### config.mk
export PLATFORM = sky130hd
export DESIGN_NAME = uart_rx_tx_ring_buffers
export DESIGN_NICKNAME = d
export VERILOG_FILES = /design/src/design/uart_rb_pkg.sv /design/src/design/uart_rx_tx_ring_buffers.sv
export SDC_FILE = /design/constraint.sdc
export NUM_CORES = 2
export LEC_CHECK = 0
export BUFFER_PORTS_ARGS = -buffer_cell sky130_fd_sc_hd__buf_2
export CAP_MARGIN = 20
export CORE_ASPECT_RATIO = 2
export CORE_MARGIN = 10
export CORE_UTILIZATION = 35
export DETAILED_ROUTE_END_ITERATION = 8
export PLACE_DENSITY_LB_ADDON = 0.15
export SYNTH_ARGS = -nofsm -noshare
export SYNTH_HDL_FRONTEND = slang
export SYNTH_SLANG_ARGS = --single-unit
### constraint.sdc
create_clock -name i_clk -period 3.4 [get_ports i_clk]
set_input_delay 0.85 -clock i_clk [delete_from_list [all_inputs] [get_ports i_clk]]
set_output_delay 0.85 -clock i_clk [all_outputs]
set_load 0.03 [all_outputs]
### src/design/uart_rb_pkg.sv
`default_nettype none

package uart_rb_pkg;

    localparam int RING_DEPTH = 256;
    localparam int PTR_W      = (RING_DEPTH > 1) ? $clog2(RING_DEPTH) : 1;
    localparam int FILL_W     = PTR_W + 1;

    typedef logic [PTR_W-1:0] t_ptr;
    typedef logic [7:0]       t_byte;

    typedef enum logic [1:0] {
        ACT_RX    = 2'd0,
        ACT_TXRDY = 2'd1,
        ACT_READ  = 2'd2,
        ACT_WRITE = 2'd3
    } t_action;

    function automatic t_ptr next_pos(input t_ptr p);
        t_ptr q;
        if (p == t_ptr'(RING_DEPTH - 1)) begin
            q = '0;
        end else begin
            q = p + t_ptr'(1);
        end
        return q;
    endfunction

    function automatic t_byte fill8(input t_ptr w, input t_ptr r);
        logic [FILL_W-1:0]   f;
        logic [FILL_W+7:0]   ext;
        if (w >= r) begin
            f = {1'b0, w} - {1'b0, r};
        end else begin
            f = {1'b0, w} + FILL_W'(RING_DEPTH) - {1'b0, r};
        end
        ext = {8'd0, f};
        return ext[7:0];
    endfunction

endpackage

`default_nettype wire

### src/design/uart_rx_tx_ring_buffers.sv
// Receive and transmit byte rings between a UART and software.
// Input channel (i_in_valid / o_in_stall) carries one word: an action
// (line byte received, transmitter ready, software read, software write)
// and a data byte. Output channel (o_out_valid / i_out_stall) returns one
// word per input word: the byte sent to the line, the byte read by
// software, the stored flag, the transmit interrupt enable and both fills.
// Each ring holds RING_DEPTH-1 bytes in a synchronous RAM. A result
// appears the cycle after its input is taken (the RAM read register
// holds the popped byte). Throughput: one word per cycle while the
// output is not stalled. When the receiver stalls, the current result
// is held and o_in_stall rises until the result is taken; the stage
// frees in the same cycle.
// Reset clears both rings' positions, the interrupt enable and the output
// valid; RAM contents are not cleared and need no clearing pass.
`default_nettype none

module uart_rx_tx_ring_buffers
    import uart_rb_pkg::*;
(
    input  wire logic       i_clk,
    input  wire logic       i_rst_n,
    input  wire logic       i_in_valid,
    output logic            o_in_stall,
    input  wire logic [1:0] i_action,
    input  wire logic [7:0] i_data,
    output logic            o_out_valid,
    input  wire logic       i_out_stall,
    output logic            o_line_valid,
    output logic [7:0]      o_line_byte,
    output logic            o_read_valid,
    output logic [7:0]      o_read_byte,
    output logic            o_accepted,
    output logic            o_tx_irq_on,
    output logic [7:0]      o_rx_fill,
    output logic [7:0]      o_tx_fill
);

    t_byte r_rx_mem [RING_DEPTH];
    t_byte r_tx_mem [RING_DEPTH];
    t_byte r_rx_q, r_tx_q;

    t_ptr r_rx_wr, r_rx_rd, r_tx_wr, r_tx_rd;
    t_ptr n_rx_wr, n_rx_rd, n_tx_wr, n_tx_rd;
    logic r_tx_en, n_tx_en;
    logic r_vld, n_vld;
    logic r_line_vld, n_line_vld;
    logic r_read_vld, n_read_vld;
    logic r_acc, n_acc;

    logic    take;
    t_action act;
    logic    rx_full, rx_empty, tx_full, tx_empty;
    logic    rx_push, rx_pop, tx_push, tx_pop;

    assign o_in_stall = r_vld && i_out_stall;
    assign take       = i_in_valid && !o_in_stall;
    assign act        = t_action'(i_action);

    assign rx_empty = (r_rx_wr == r_rx_rd);
    assign tx_empty = (r_tx_wr == r_tx_rd);
    assign rx_full  = (next_pos(r_rx_wr) == r_rx_rd);
    assign tx_full  = (next_pos(r_tx_wr) == r_tx_rd);

    always_comb begin
        rx_push    = 1'b0;
        rx_pop     = 1'b0;
        tx_push    = 1'b0;
        tx_pop     = 1'b0;
        n_rx_wr    = r_rx_wr;
        n_rx_rd    = r_rx_rd;
        n_tx_wr    = r_tx_wr;
        n_tx_rd    = r_tx_rd;
        n_tx_en    = r_tx_en;
        n_line_vld = r_line_vld;
        n_read_vld = r_read_vld;
        n_acc      = r_acc;
        n_vld      = r_vld && i_out_stall;
        if (take) begin
            n_vld      = 1'b1;
            n_line_vld = 1'b0;
            n_read_vld = 1'b0;
            n_acc      = 1'b0;
            unique case (act)
                ACT_RX: begin
                    rx_push = !rx_full;
                    n_acc   = !rx_full;
                    if (!rx_full) begin
                        n_rx_wr = next_pos(r_rx_wr);
                    end
                end
                ACT_TXRDY: begin
                    tx_pop     = !tx_empty;
                    n_line_vld = !tx_empty;
                    if (!tx_empty) begin
                        n_tx_rd = next_pos(r_tx_rd);
                    end
                    if (tx_empty || (next_pos(r_tx_rd) == r_tx_wr)) begin
                        n_tx_en = 1'b0;
                    end
                end
                ACT_READ: begin
                    rx_pop     = !rx_empty;
                    n_read_vld = !rx_empty;
                    if (!rx_empty) begin
                        n_rx_rd = next_pos(r_rx_rd);
                    end
                end
                ACT_WRITE: begin
                    tx_push = !tx_full;
                    n_acc   = !tx_full;
                    if (!tx_full) begin
                        n_tx_wr = next_pos(r_tx_wr);
                        if (tx_empty) begin
                            n_tx_en = 1'b1;
                        end
                    end
                end
                default: begin
                    n_vld = 1'b1;
                end
            endcase
        end
    end

    always_ff @(posedge i_clk) begin
        if (!i_rst_n) begin
            r_rx_wr    <= '0;
            r_rx_rd    <= '0;
            r_tx_wr    <= '0;
            r_tx_rd    <= '0;
            r_tx_en    <= 1'b0;
            r_vld      <= 1'b0;
            r_line_vld <= 1'b0;
            r_read_vld <= 1'b0;
            r_acc      <= 1'b0;
        end else begin
            r_rx_wr    <= n_rx_wr;
            r_rx_rd    <= n_rx_rd;
            r_tx_wr    <= n_tx_wr;
            r_tx_rd    <= n_tx_rd;
            r_tx_en    <= n_tx_en;
            r_vld      <= n_vld;
            r_line_vld <= n_line_vld;
            r_read_vld <= n_read_vld;
            r_acc      <= n_acc;
        end
    end

    always_ff @(posedge i_clk) begin
        if (rx_push) begin
            r_rx_mem[r_rx_wr] <= i_data;
        end
        if (rx_pop) begin
            r_rx_q <= r_rx_mem[r_rx_rd];
        end
    end

    always_ff @(posedge i_clk) begin
        if (tx_push) begin
            r_tx_mem[r_tx_wr] <= i_data;
        end
        if (tx_pop) begin
            r_tx_q <= r_tx_mem[r_tx_rd];
        end
    end

    assign o_out_valid  = r_vld;
    assign o_line_valid = r_line_vld;
    assign o_line_byte  = r_line_vld ? r_tx_q : 8'd0;
    assign o_read_valid = r_read_vld;
    assign o_read_byte  = r_read_vld ? r_rx_q : 8'd0;
    assign o_accepted   = r_acc;
    assign o_tx_irq_on  = r_tx_en;
    assign o_rx_fill    = fill8(r_rx_wr, r_rx_rd);
    assign o_tx_fill    = fill8(r_tx_wr, r_tx_rd);

    a_txen_tracks_fill: assert property (@(posedge i_clk) disable iff (!i_rst_n)
        r_tx_en == (r_tx_wr != r_tx_rd))
        else $error("tx interrupt enable out of step with transmit ring");

    a_one_kind: assert property (@(posedge i_clk) disable iff (!i_rst_n)
        $countones({r_line_vld, r_read_vld, r_acc}) <= 1)
        else $error("result carries more than one kind of event");

    a_stall_needs_result: assert property (@(posedge i_clk) disable iff (!i_rst_n)
        o_in_stall |-> o_out_valid)
        else $error("input stalled with no result waiting");

    a_held_result: assert property (@(posedge i_clk) disable iff (!i_rst_n)
        (r_vld && i_out_stall) |=> (r_vld && $stable(o_read_byte) && $stable(o_line_byte)))
        else $error("stalled result changed");

endmodule

`default_nettype wire

* Yosys cells after proc, flatten, opt, wreduce, memory -nomap -nowiden
Memory sizes are Yosys's and may differ from the RTL's. A register that Yosys moved wholly into a read port is not among the register bits.
Cells that the tools add are included.
** Word-level totals
- Output and inout bits :: 38
- Bits in registers :: 37
- Logic and storage cells :: 85
- RAM bits :: 4096
- Memories kept :: 2
- Input port bits :: 14
** Memory list
- r_rx_mem :: depth 256, width 8, rd ports 1, clocked after memory_dff 1, wr ports 1, RTL line uart_rx_tx_ring_buffers.sv:38 : t_byte r_rx_mem [RING_DEPTH];
- r_tx_mem :: depth 256, width 8, rd ports 1, clocked after memory_dff 1, wr ports 1, RTL line uart_rx_tx_ring_buffers.sv:39 : t_byte r_tx_mem [RING_DEPTH];
** Operators by class
- Reductions and logical operators :: 15
- Bitwise operators :: 4
- Muxes and demuxes :: 28
- Equal/unequal tests :: 15
- Add/sub/neg operators :: 10
- Magnitude comparators :: 2
** Operators with widths (number)
- 8-bit two-way mux :: 10
- 8-bit by 1-bit adder with 8-bit output (second input constant) :: 6
- 8-bit equality test :: 5
- 8-bit equality test (second input constant) :: 4
- 8-bit subtractor :: 4
- 8-bit >= comparator :: 2
- 1-bit two-way mux :: 16
- 3-bit AND reduction :: 4
- 2-bit inequality test (second input constant) :: 3
- 1-bit logical NOT :: 5
- 5-bit AND reduction :: 1
- 2-bit equality test (second input constant) :: 2
- 1-bit inverter :: 4
- 1-bit one-hot mux with 2 select lines :: 2
- 2-bit by 1-bit equality test with 1-bit output (second input constant) :: 1
- 1-bit logical AND :: 2
- 2-bit logical NOT :: 1
- 2-bit nonzero test :: 1
- 1-bit logical OR :: 1

* Logic depth before layout (Yosys ltp)
- Word-level depth :: 8
- Gate-level depth with buffers :: 15

* Worst setup path after synthesis
OpenSTA, ideal clock, no wires.
- Path kind :: register -> output
- From :: register r_tx_rd[1]
- To :: output port o_tx_fill[7]
- Slack :: -0.485 ns
- Path buffers :: 4
- Arrival :: 3.035 ns
- Required time :: 2.550 ns
- Cell stages (with the launch flop) :: 14
- Cells stage by stage :: dfxtp_1 -> buf_4 -> buf_2 -> buf_2 -> inv_2 -> buf_1 -> ha_1 -> nor2b_1 -> o21ai_0 -> nand2b_1 -> a21o_1 -> a21oi_1 -> o21ai_0 -> xnor2_1
** On the way
- Longest elaborated chain between the ends :: 2
- Elaborated cells on any way between the ends :: 4
- Those cells by class :: 2 x add/sub; 1 x order compare; 1 x mux
** Ends and longest elaborated chain
- from (decl) :: RTL line uart_rx_tx_ring_buffers.sv:42 : t_ptr r_rx_wr, r_rx_rd, r_tx_wr, r_tx_rd;
- from (signal assigned) :: RTL line uart_rx_tx_ring_buffers.sv:140 : r_tx_rd <= n_tx_rd;
- 8-bit subtractor, or another cell as far along :: RTL line uart_rb_pkg.sv:35 : f = {1'b0, w} + FILL_W'(RING_DEPTH) - {1'b0, r};
- 8-bit two-way mux (*) :: RTL line uart_rb_pkg.sv:32 : if (w >= r) begin
- to (decl) :: RTL line uart_rx_tx_ring_buffers.sv:35 : output logic [7:0] o_tx_fill
Mark *: on every way between the ends. The rest lies on a longest branch, timed or not.

* Final worst setup path
- From :: register r_rx_rd[1]
- To :: output port o_rx_fill[7]
** On the way
- Longest elaborated chain between the ends :: 2
- Elaborated cells on any way between the ends :: 4
- Those cells by class :: 2 x add/sub; 1 x order compare; 1 x mux
** Ends and longest elaborated chain
- from (decl) :: RTL line uart_rx_tx_ring_buffers.sv:42
- from (signal assigned) :: RTL line uart_rx_tx_ring_buffers.sv:138 : r_rx_rd <= n_rx_rd;
- 8-bit subtractor, or another cell as far along :: RTL line uart_rb_pkg.sv:35
- 8-bit two-way mux (*) :: RTL line uart_rb_pkg.sv:32
- to (decl) :: RTL line uart_rx_tx_ring_buffers.sv:34 : output logic [7:0] o_rx_fill,
Marked as above.

==> flow_summary_export.csv <==
group,metric,value,unit
synthesis,yosysUniqueCellTypes,84,
min_path,min_path_cells,2,
clock_network,cts_sinks,4149,
min_path,worstHoldEndpoint,"o_out_valid",
place,io_buffers,51,
sta,maxSlewViolCount,0,
sta,fin_ws,-0.478,ns
setup_path,r2r_end,"r_rx_q[1]",
clock_network,clk_pin_slew_worst_paths,0.07,ns
power_and_ir_drop,vdd_drop_max,409,uV
setup_path,reg2reg_slack,-0.12,ns
place,place_inst,14775,
sta,maxSlewHeadroom,0.190,
power_and_ir_drop,intPower,80200,uW
drt,num_vias,86311,
setup_path,arrival,3.03,ns
sta,fmax,258,MHz
final_layout,final_common_cell,"edfxtp_1",
clock_network,numCtsBuffers,374,
final_layout,fin_nets,9303,
synthesis,avgSynthCellArea,20.4,um^2
clock_network,cts_max_level,5,
synthesis,ys.flop_type,"edfxtp_1",
setup_path,cp_max_fo,5,
synthesis,ys_top_cells_by_area,"edfxtp_1 (76%), mux4_2 (12%), mux2i_1 (2.4%)",
setup_path,crit_path_max_incr_delay,0.42,ns
setup_path,cp.depth,10,
drt,drt_wl_total,567000,um
setup_path,crit_top_cell,"a21o_1",
power_and_ir_drop,p_total,101000,uW
setup_path,critPathTopFamily,"compound AO/OA/AOI/OAI gates",
floorplanning,core,465000,um^2
final_layout,syn_to_final_growth,20.7,%
clock_network,clock_latency,0.96,ns
place,place.detailed.hpwl,390000,um
floorplanning,dieWidth,503,um
floorplanning,die_h,986,um
synthesis,yosysTopAreaCellShare,0.757,
final_layout,drive_gt1_frac,0.349,
place,placed_area,179000,um^2
synthesis,synth_area,163000,um^2
power_and_ir_drop,clockPowerShare,0.425,
power_and_ir_drop,p_switching,21000,uW
sta,timing_hold_violations_final,0,
floorplanning,pin_count,52,
setup_path,critPathBufInv,2,
global_route,grt_max_degree,125,
sta,tightest_slew,1.22,ns
drt,vias_per_cell,5.52,
final_layout,final_area,197000,um^2
setup_path,reg2reg_depth,13,
drt,drt_iter0_markers,7014,
power_and_ir_drop,leakage,0.0606,uW
drt,wl_per_cell,36.3,um
synthesis,ys_seq_elements,4149,
final_layout,fillers,40473,
synthesis,yosys_warnings,0,
clock_network,cts_tree,"yes",
clock_network,clock_path_buffers,4,
global_route,grtUsageTotal,0.223,
setup_path,required,2.55,ns
floorplanning,start_util,0.351,
global_route,grt_pass1_wl,772000,um
global_route,grt_overflow,0,
setup_path,reg2reg_from,"r_rx_rd[0]",
min_path,hp-start,"i_in_valid",
min_path,hp-class,"primary input to flop",
setup_path,slowest_stage,"dfxtp_4",
place,gp_congestion,0.940,
synthesis,ys_seq_area_frac,0.761,
synthesis,synth_edf_count,4112,
final_layout,fin_cells,15629,
sta,min_period,3.88,ns
outcome,failed_checks,"setup timing",
power_and_ir_drop,sequentialPowerShare,0.555,
synthesis,syn-num-nets,8049,
drt,drc,0,
global_route,antenna_found_initial,14,
sta,period_share,1.14,
setup_path,startpoint_type,"flop",
outcome,status,"complete, but fails checks",
floorplanning,rows,354,
setup_path,worstPathCellList,"clkinv_4, ha_4, nor2b_1, o21ai_1, nand2b_1, a21o_1, a21o_1, a31oi_2, xor2_2, buf_6",
synthesis,syn_inst,8005,
sta,hold_ws,0.202,ns
global_route,grt_pass1_vias,92061,
setup_path,crit_path_end_kind,"output pin",
final_layout,final_cell_mix,"edfxtp_1 (4,112), buf_4 (1,003), mux4_2 (894)",
job,max_cap_viol_count,0,
drt,firstDrtPassIters,6,
synthesis,async_flop_share,0,
setup_path,crit_type,"flop to output pin",
synthesis,yosysTopAreaCell,"edfxtp_1",
clock_network,cts-root-buf,"clkbuf_16",
sta,skew,0.0577,ns
drt,drtAntennaViolNets,0,
sta,setup_viol,61,
sta,grt_setup_unrepaired,"true",
floorplanning,die_area,495000,um^2
power_and_ir_drop,p_comb_frac,0.020,
power_and_ir_drop,powerDensity,514,nW/um^2
power_and_ir_drop,swShare,0.207,
## flip-flops by register name, summed over array words and instances (netlist names)
signal / count
o_accepted: 1
o_line_valid: 1
o_out_valid: 1
o_read_valid: 1
o_tx_irq_on: 1
r_rx_mem: 2048
r_rx_q: 8
r_rx_rd: 8
r_rx_wr: 8
r_tx_mem: 2048
r_tx_q: 8
r_tx_rd: 8
r_tx_wr: 8
## worst max path at each step
| stage | from | end | slack, ns |
|---|---|---|---|
| finish | r_rx_rd[1] | o_rx_fill[7] | -0.48 |
| global route | r_rx_rd[1] | o_rx_fill[7] | -0.60 |
| CTS | r_rx_rd[0] | o_rx_fill[6] | -0.54 |
| detailed placement | r_tx_rd[0] | r_tx_q[7] | -0.54 |
| global placement | r_tx_rd[0] | r_tx_q[5] | -1.11 |
| floorplan | r_tx_rd[1] | o_tx_fill[7] | 0.006 |
## per-layer routing
layer  vias to the layer above  share of wire  track usage
met1                     46770           0.32        0.225
li1                      35748              -            -
met5                         -       0.000018            0
met4                         2          0.083        0.148
met2                      2745           0.55        0.428
met3                      1046          0.038       0.0236
## layout make-up
| cell class | instances | area, um^2 | area share |
|---|---|---|---|
| flip-flops and latches | 4149 | 124000 | 0.631 |
| multi-input cells | 3328 | 38900 | 0.197 |
| repair buffers | 1374 | 13900 | 0.0706 |
| clock buffers | 460 | 9790 | 0.0497 |
| well taps | 6052 | 7570 | 0.0385 |
| clock inverters | 214 | 2300 | 0.0117 |
| inverters | 32 | 160 | 0.000813 |
| diodes | 20 | 50.0 | 0.000254 |
## metrics by stage
stage | util | worst slack [ns] | setup TNS, ns
finish | 0.424 | -0.478 | -4.22
global route | 0.424 | -0.598 | -17.77
CTS | 0.419 | -0.542 | -76.97
detailed placement | 0.386 | -0.540 | -76.60
global placement | 0.386 | -1.11 | -125.95
floorplan | - | 0.00635 | 0
## what timing repair did
item,4_1_cts,5_1_grt
cloned,9,8
hold buffers,0,0
resized for setup,490,413
pin swaps,47,57
setup buffers,86,67
endpoints found under the setup margin,1274,3677
hold endpoints to repair,0,0
## power groups by stage
| stage | Combinational [uW] | Sequential [uW] | Clock [uW] |
|---|---|---|---|
| finish | 2030 | 56200 | 43000 |
| global route | 2140 | 56100 | 45700 |
| CTS | 2020 | 56200 | 43800 |
| detailed placement | 1940 | 57300 | 0 |
| global placement | 1870 | 57300 | 0 |
| floorplan | 448 | 57300 | 0 |
## synth_stat cells (18+ instances only)
cell	n
clkbuf_1	171
nand2_1	218
nand3_1	83
a22o_1	18
a211oi_1	34
a221o_1	19
o221ai_1	38
mux2i_1	393
buf_1	32
a21oi_1	161
nand2b_1	18
inv_1	25
buf_2	157
xor2_1	19
o22ai_1	49
buf_6	60
nor2_1	605
and2_1	32
ha_1	28
nor4_1	28
nor3_1	40
mux4_2	891
nand4_1	42
buf_4	67
o21ai_0	103
a22oi_1	107
a221oi_1	95
or3_1	20
dfxtp_1	37
a31oi_1	28
xnor2_1	20
o31ai_1	19
edfxtp_1	4112
nor2b_1	32
## cell families after synthesis
family,share of synthesized area
flops,0.761
mux,0.150
simple gates,0.0323
compound gates,0.0333
buf+inv,0.0183
xor+xnor,0.00209
fa+ha+maj,0.00239
## worst reg2reg max path, stage by stage, from the launching register on
cell	delay, ns
dfxtp_4	0.37
buf_6	0.11
buf_16	0.16
buf_12	0.15
buf_12	0.13
buf_16	0.13
buf_12	0.15
mux4_2	0.55
mux4_2	0.61
nand2_1	0.12
nand4_1	0.35
o311ai_4	0.23
buf_4	0.16
a211oi_2	0.03
Power figures use the tool's default switching activity.
